--- src/rtl/rmsc_pkg.sv ---
// rmsc_pkg: shared types and codes of the rule match specificity classifier
// used by the sequencer, the top level, the checker and the testbench, depends on nothing
package rmsc_pkg;

   localparam logic OP_WRITE    = 1'b0;
   localparam logic OP_CLASSIFY = 1'b1;

   localparam logic [1:0] PRED_ZERO = 2'd0;
   localparam logic [1:0] PRED_ONE  = 2'd1;
   localparam logic [1:0] PRED_NONE = 2'd2;

   typedef struct packed {
      logic        opcode;
      logic [5:0]  rule_slot;
      logic [31:0] rule_care;
      logic [31:0] rule_required;
      logic        rule_label;
      logic        rule_enable;
      logic [31:0] instance_present;
      logic [31:0] instance_bits;
   } rmsc_req_type;

   typedef struct packed {
      logic [1:0] prediction;
      logic [6:0] applicable_count;
      logic [6:0] maximal_count;
   } rmsc_rsp_type;

   // top level to sequencer
   typedef struct packed {
      logic        start;
      logic        classify;
      logic        take;
      logic [31:0] present;
      logic [31:0] bits;
   } rmsc_ctl_type;

   // sequencer to top level
   typedef struct packed {
      logic busy;
      logic done;
   } rmsc_stat_type;

endpackage

--- src/rtl/rmsc_sequencer.sv ---
// rmsc_sequencer: applicability scan and pairwise containment sweep
// depends on rmsc_pkg, reads the table through rmsc_rule_store
module rmsc_sequencer import rmsc_pkg::*; #(
   parameter int DEPTH = 64
) (
   input  logic                     clock,
   input  logic                     reset,
   input  rmsc_ctl_type             ctl,
   output rmsc_stat_type            stat,
   output rmsc_rsp_type             result,
   output logic [$clog2(DEPTH)-1:0] a_addr,
   input  logic [31:0]              a_care,
   input  logic [31:0]              a_required,
   input  logic                     a_label,
   input  logic                     a_enable,
   output logic [$clog2(DEPTH)-1:0] b_addr,
   input  logic [31:0]              b_care
);

   localparam int AW = $clog2(DEPTH);
   localparam logic [AW:0] LAST = (AW+1)'(DEPTH);

   localparam logic [2:0] S_IDLE  = 3'd0;
   localparam logic [2:0] S_SCAN  = 3'd1;
   localparam logic [2:0] S_ISEL  = 3'd2;
   localparam logic [2:0] S_ILOAD = 3'd3;
   localparam logic [2:0] S_INNER = 3'd4;
   localparam logic [2:0] S_DONE  = 3'd5;

   logic [2:0]       state_ff, state_in;
   logic [AW:0]      k_ff, k_in;
   logic [AW-1:0]    idx_ff, idx_in;
   logic             vld_ff, vld_in;
   logic [AW:0]      i_ff, i_in;
   logic [DEPTH-1:0] hit_ff, hit_in;
   logic [6:0]       napp_ff, napp_in;
   logic [6:0]       nmax_ff, nmax_in;
   logic             seen_ff, seen_in;
   logic             lab_ff, lab_in;
   logic             mixed_ff, mixed_in;
   logic [31:0]      ci_ff, ci_in;
   logic             li_ff, li_in;
   logic [31:0]      present_ff, present_in;
   logic [31:0]      bits_ff, bits_in;

   logic issue;
   logic scan_hit;
   logic covered_now;

   assign issue    = k_ff < LAST;
   assign a_addr   = (state_ff == S_SCAN) ? k_ff[AW-1:0] : i_ff[AW-1:0];
   assign b_addr   = k_ff[AW-1:0];
   assign scan_hit = a_enable && ((a_care & ~present_ff) == 32'd0)
                     && (((a_required ^ bits_ff) & a_care) == 32'd0);
   // both rules agree with the instance, so only the care masks matter
   assign covered_now = vld_ff && hit_ff[idx_ff] && (idx_ff != i_ff[AW-1:0])
                        && ((ci_ff & ~b_care) == 32'd0) && (ci_ff != b_care);

   always_comb begin
      state_in   = state_ff;
      k_in       = k_ff;
      idx_in     = idx_ff;
      vld_in     = vld_ff;
      i_in       = i_ff;
      hit_in     = hit_ff;
      napp_in    = napp_ff;
      nmax_in    = nmax_ff;
      seen_in    = seen_ff;
      lab_in     = lab_ff;
      mixed_in   = mixed_ff;
      ci_in      = ci_ff;
      li_in      = li_ff;
      present_in = present_ff;
      bits_in    = bits_ff;
      case (state_ff)
         S_IDLE: begin
            if (ctl.start) begin
               napp_in  = '0;
               nmax_in  = '0;
               seen_in  = 1'b0;
               lab_in   = 1'b0;
               mixed_in = 1'b0;
               if (ctl.classify) begin
                  present_in = ctl.present;
                  bits_in    = ctl.bits;
                  k_in       = '0;
                  vld_in     = 1'b0;
                  hit_in     = '0;
                  state_in   = S_SCAN;
               end else begin
                  state_in = S_DONE;
               end
            end
         end
         S_SCAN: begin
            vld_in = issue;
            if (issue) begin
               k_in   = k_ff + 1'b1;
               idx_in = k_ff[AW-1:0];
            end
            if (vld_ff) begin
               hit_in[idx_ff] = scan_hit;
               if (scan_hit) begin
                  napp_in = napp_ff + 7'd1;
               end
            end
            if (!issue) begin
               i_in     = '0;
               state_in = S_ISEL;
            end
         end
         S_ISEL: begin
            if (i_ff == LAST) begin
               state_in = S_DONE;
            end else if (hit_ff[i_ff[AW-1:0]]) begin
               state_in = S_ILOAD;
            end else begin
               i_in = i_ff + 1'b1;
            end
         end
         S_ILOAD: begin
            ci_in    = a_care;
            li_in    = a_label;
            k_in     = '0;
            vld_in   = 1'b0;
            state_in = S_INNER;
         end
         S_INNER: begin
            vld_in = issue;
            if (issue) begin
               k_in   = k_ff + 1'b1;
               idx_in = k_ff[AW-1:0];
            end
            if (covered_now) begin
               i_in     = i_ff + 1'b1;
               state_in = S_ISEL;
            end else if (!issue) begin
               // swept every rule without finding a strict superset
               nmax_in = nmax_ff + 7'd1;
               if (!seen_ff) begin
                  seen_in = 1'b1;
                  lab_in  = li_ff;
               end else if (li_ff != lab_ff) begin
                  mixed_in = 1'b1;
               end
               i_in     = i_ff + 1'b1;
               state_in = S_ISEL;
            end
         end
         S_DONE: begin
            if (ctl.take) begin
               state_in = S_IDLE;
            end
         end
         default: begin
            state_in = S_IDLE;
         end
      endcase
   end

   always_ff @(posedge clock) begin
      if (reset) begin
         state_ff <= S_IDLE;
      end else begin
         state_ff <= state_in;
      end
      k_ff       <= k_in;
      idx_ff     <= idx_in;
      vld_ff     <= vld_in;
      i_ff       <= i_in;
      hit_ff     <= hit_in;
      napp_ff    <= napp_in;
      nmax_ff    <= nmax_in;
      seen_ff    <= seen_in;
      lab_ff     <= lab_in;
      mixed_ff   <= mixed_in;
      ci_ff      <= ci_in;
      li_ff      <= li_in;
      present_ff <= present_in;
      bits_ff    <= bits_in;
   end

   assign stat.busy = (state_ff != S_IDLE);
   assign stat.done = (state_ff == S_DONE);

   assign result.prediction       = (!seen_ff || mixed_ff) ? PRED_NONE
                                    : (lab_ff ? PRED_ONE : PRED_ZERO);
   assign result.applicable_count = napp_ff;
   assign result.maximal_count    = nmax_ff;

endmodule

--- config.mk ---
export PLATFORM = sky130hd
export DESIGN_NAME = rmsc_sequencer
export DESIGN_NICKNAME = d
export VERILOG_FILES = /design/src/rtl/rmsc_pkg.sv /design/src/rtl/rmsc_sequencer.sv
export SDC_FILE = /design/constraint.sdc
export NUM_CORES = 1
export LEC_CHECK = 0
export ABC_CLOCK_PERIOD_IN_PS = 9600
export BUFFER_PORTS_ARGS = -buffer_cell sky130_fd_sc_hd__buf_4
export CORE_ASPECT_RATIO = 0.9
export CORE_MARGIN = 2
export CORE_UTILIZATION = 54
export CTS_BUF_LIST = sky130_fd_sc_hd__clkbuf_8 sky130_fd_sc_hd__clkbuf_16
export DETAILED_ROUTE_END_ITERATION = 10
export GPL_TIMING_DRIVEN = 0
export PLACE_DENSITY_LB_ADDON = 0.2
export SLEW_MARGIN = 25
export SYNTH_ARGS = -nofsm -noshare
export SYNTH_HDL_FRONTEND = slang
export SYNTH_SLANG_ARGS = --single-unit
--- constraint.sdc ---
create_clock -name clock -period 9.6 [get_ports clock]
set_input_delay 0.96 -clock clock [delete_from_list [all_inputs] [get_ports clock]]
set_output_delay 0.96 -clock clock [all_outputs]
set_load 0.005 [all_outputs]
==> impl_metrics.yaml <==
floorplanning:
  io-pin-count: 197
  fp.coreArea_sq_mm: 0.0201
  die_x_um: 155
  fp.dieArea_sq_mm: 0.0218
  start_util: 0.553
  die_h_um: 140
  rows: 49
critical_path:
  ff2ff_setup_slack_ps: 5820
  r2r-start: "idx_ff[2]$_DFFE_PP_"
  r2r_end: "nmax_ff[1]$_SDFFCE_PN0P_"
  cp-end-kind: "register"
  worstPathMaxFanout: 10
  start_kind: "primary input"
  worstSetupPathType: "in -> reg"
  worst_ep_arrival_time_ps: 3960
  worstPathRequired_ps: 9740
  rr_worst_depth: 9
sta:
  post-route-period-util: 0.398
  rsz0062_at_grt: "false"
  period_minus_slack_ps: 3830
  finalWorstSetupSlack_ps: 5770
  hold_viol: 0
  maxSlewHeadroom: 0.468
  fmax_mhz: 261
  tightest_slew_ps: 797
  setup-violations-final: 0
  final.setup_skew_ps: 7.44
  whs_ps: 590
  tns_ps: 0
  drv_slew: 0
power:
  p_leak_nw: 5.18
  total_power_mw: 3.76
  ir_worst_vdd_mv: 0.150
  pwr_density_cell_mw_per_mm2: 274
final_layout:
  drive_above_1_share: 0.237
  final_area_sq_mm: 0.0137
  layout.nets: 1406
  fin_cells: 1473
  diodes: 0
  syn_to_final_growth_pct: 23.2
  final_core_util: 0.681
clock_tree:
  cts_buffer_depth: 3
  cts.sinks: 202
  path_clk_slew_ps: 60
  cts_tree: "done"
  htree_levels: 1
  cts_post_setup_buffers_inserted: 0
  cts_buffers: 23
  cts_resized: 0
  cts_hold_buf: 0
  clk_latency_ps: 510
  cts-root-buf: "clkbuf_16"
min_path:
  hold_path_depth: 0
  whs_endpoint: "idx_ff[5]$_DFFE_PP_"
  hp-start: "k_ff[5]$_SDFFCE_PN0P_"
  hold_class: "reg -> reg"
detailed_routing:
  vias: 9142
  viasPerCell: 6.21
  dr.pass1.iters: 6
  drtAntennaViolNets: 0
  post-route-drc-count: 0
  detail_route.iter0.violations: 990
  wl_per_cell_um: 21.6
  totalWireLength_mm: 31.8
global_route:
  grt_max_degree: 35
  met1_usage: 0.387
  grt_util_met2: 0.464
  track_usage: 0.291
  antenna_found_initial: 0
  grt_overflow_total: 0
  grt_pass1_wl_mm: 49.0
  busiest_layer: "met2"
  first_global_vias: 9027
  grtUsageMet3: 0.0733
logic_synthesis:
  yosys.area_share.simple: 0.147
  netlist_instances: 977
  synth_top_family_by_area: "simple AND/OR/NAND/NOR gates"
  synthXorXnorAreaFrac: 0.0465
  synth-compound-area-share: 0.0971
  synth_edf_count: 199
  yosysWarnings: 0
  synth.area.top_cells: "edfxtp_1 54%, mux4_2 6.5%, nand4_1 4.4%"
  synth_area_per_cell_sq_um: 11.4
  synth_cell_types: 58
  yosysTopAreaCell: "edfxtp_1"
  synthMuxAreaShare: 0.0740
  synth_top_area_share: 0.537
  synth_nets: 1181
  synthMostInstantiatedCell: "edfxtp_1"
  async_reset_ff_frac: 0
  netlist_area_sq_mm: 0.0111
  synth_fa_ha_area_frac: 0.0416
  ys_ff_latch: 202
  ys_seq_area_frac: 0.543
  yosys-top-cells-count: "199 x edfxtp_1, 112 x nor2_1, 78 x nand4_1"
  synth_flop_cell: "edfxtp_1"
placement:
  dp_hpwl_mm: 23.1
  pre_cts_slack_ps: 5040
  dp.cells: 1432
  place.gp.congestion: 0.913
  port_buffers: 196
  placed_cell_area_sq_mm: 0.0130
job:
  drv_cap: 0
status:
  status: "finished clean"
-- placed cells by master (no fill, tap or decap), types with 10 or more instances in the layout --
cell type | synthesis | routed
buf_4 | 6 | 202
edfxtp_1 | 199 | 199
nor2_1 | 112 | 110
nand4_1 | 78 | 78
o21ai_0 | 73 | 72
inv_1 | 61 | 67
a21oi_1 | 67 | 67
clkbuf_1 | 55 | 55
xor2_1 | 42 | 42
ha_1 | 37 | 37
nand2_1 | 33 | 33
mux4_2 | 32 | 32
clkbuf_16 | 0 | 23
nand3_1 | 17 | 17
xnor2_1 | 17 | 17
nand2b_1 | 13 | 13
a22oi_1 | 10 | 10
nor4_1 | 10 | 10
-- cell families (layout without fill, tap and decap cells) --
| family | Yosys count | after routing |
|---|---|---|
| buffers and inverters | 140 | 381 |
| AND/OR/NAND/NOR | 314 | 314 |
| AO/OA/AOI/OAI | 186 | 186 |
| XOR/XNOR | 59 | 59 |
| multiplexers | 39 | 39 |
| adder cells (fa/ha/maj) | 37 | 37 |
| flip-flops | 202 | 202 |
-- per-layer routing --
layer | vias to the layer above | share of wire
met5 | - | 0
met4 | 0 | 0.042
met3 | 106 | 0.11
met2 | 582 | 0.47
met1 | 4335 | 0.38
li1 | 4119 | -
-- critical path: stages --
cell       delay, ps
buf_4            120
nor2b_1          120
a2111oi_0        570
o2111ai_1        190
nor4_1           570
clkbuf_1         620
nand4b_1         210
a21boi_1         600
-- registers in the layout, summed over array words and instances (netlist names) --
register,count
seen_ff,1
k_ff,7
li_ff,1
mixed_ff,1
ci_ff,32
vld_ff,1
nmax_ff,7
idx_ff,6
present_ff,32
i_ff,7
lab_ff,1
state_ff,3
bits_ff,32
hit_ff,64
napp_ff,7
-- area by class of cell --
cell class	instances	area, sq um
fill	1512	6410
tap	255	319
clock buffer	23	576
multi-input combinational	635	4540
sequential	202	6040
clock inverter	18	101
buffer	79	338
inverter	61	229
timing repair buffer	200	1570
-- worst max path at each step --
stage | endpoint | depth (start not counted) | start
2_1_floorplan | hit_ff[0]$_SDFFCE_PN0P_ | 3 | ctl[66]
3_3_place_gp | hit_ff[29]$_SDFFCE_PN0P_ | 4 | ctl[66]
3_5_place_dp | napp_ff[2]$_SDFFCE_PN0P_ | 8 | a_care[16]
4_1_cts | napp_ff[6]$_SDFFCE_PN0P_ | 8 | a_care[16]
5_1_grt | nmax_ff[1]$_SDFFCE_PN0P_ | 9 | idx_ff[2]$_DFFE_PP_
6_report | napp_ff[6]$_SDFFCE_PN0P_ | 8 | a_care[16]
-- report_power, final --
group          internal (mW)  switching (mW)  total, mW  leakage [nW]
sequential              1.31           0.180       1.49          1.90
clock                  0.458           0.343      0.802         0.361
combinational          0.610           0.859       1.47          2.93
No activity file was read; power rests on OpenSTA's default activity.
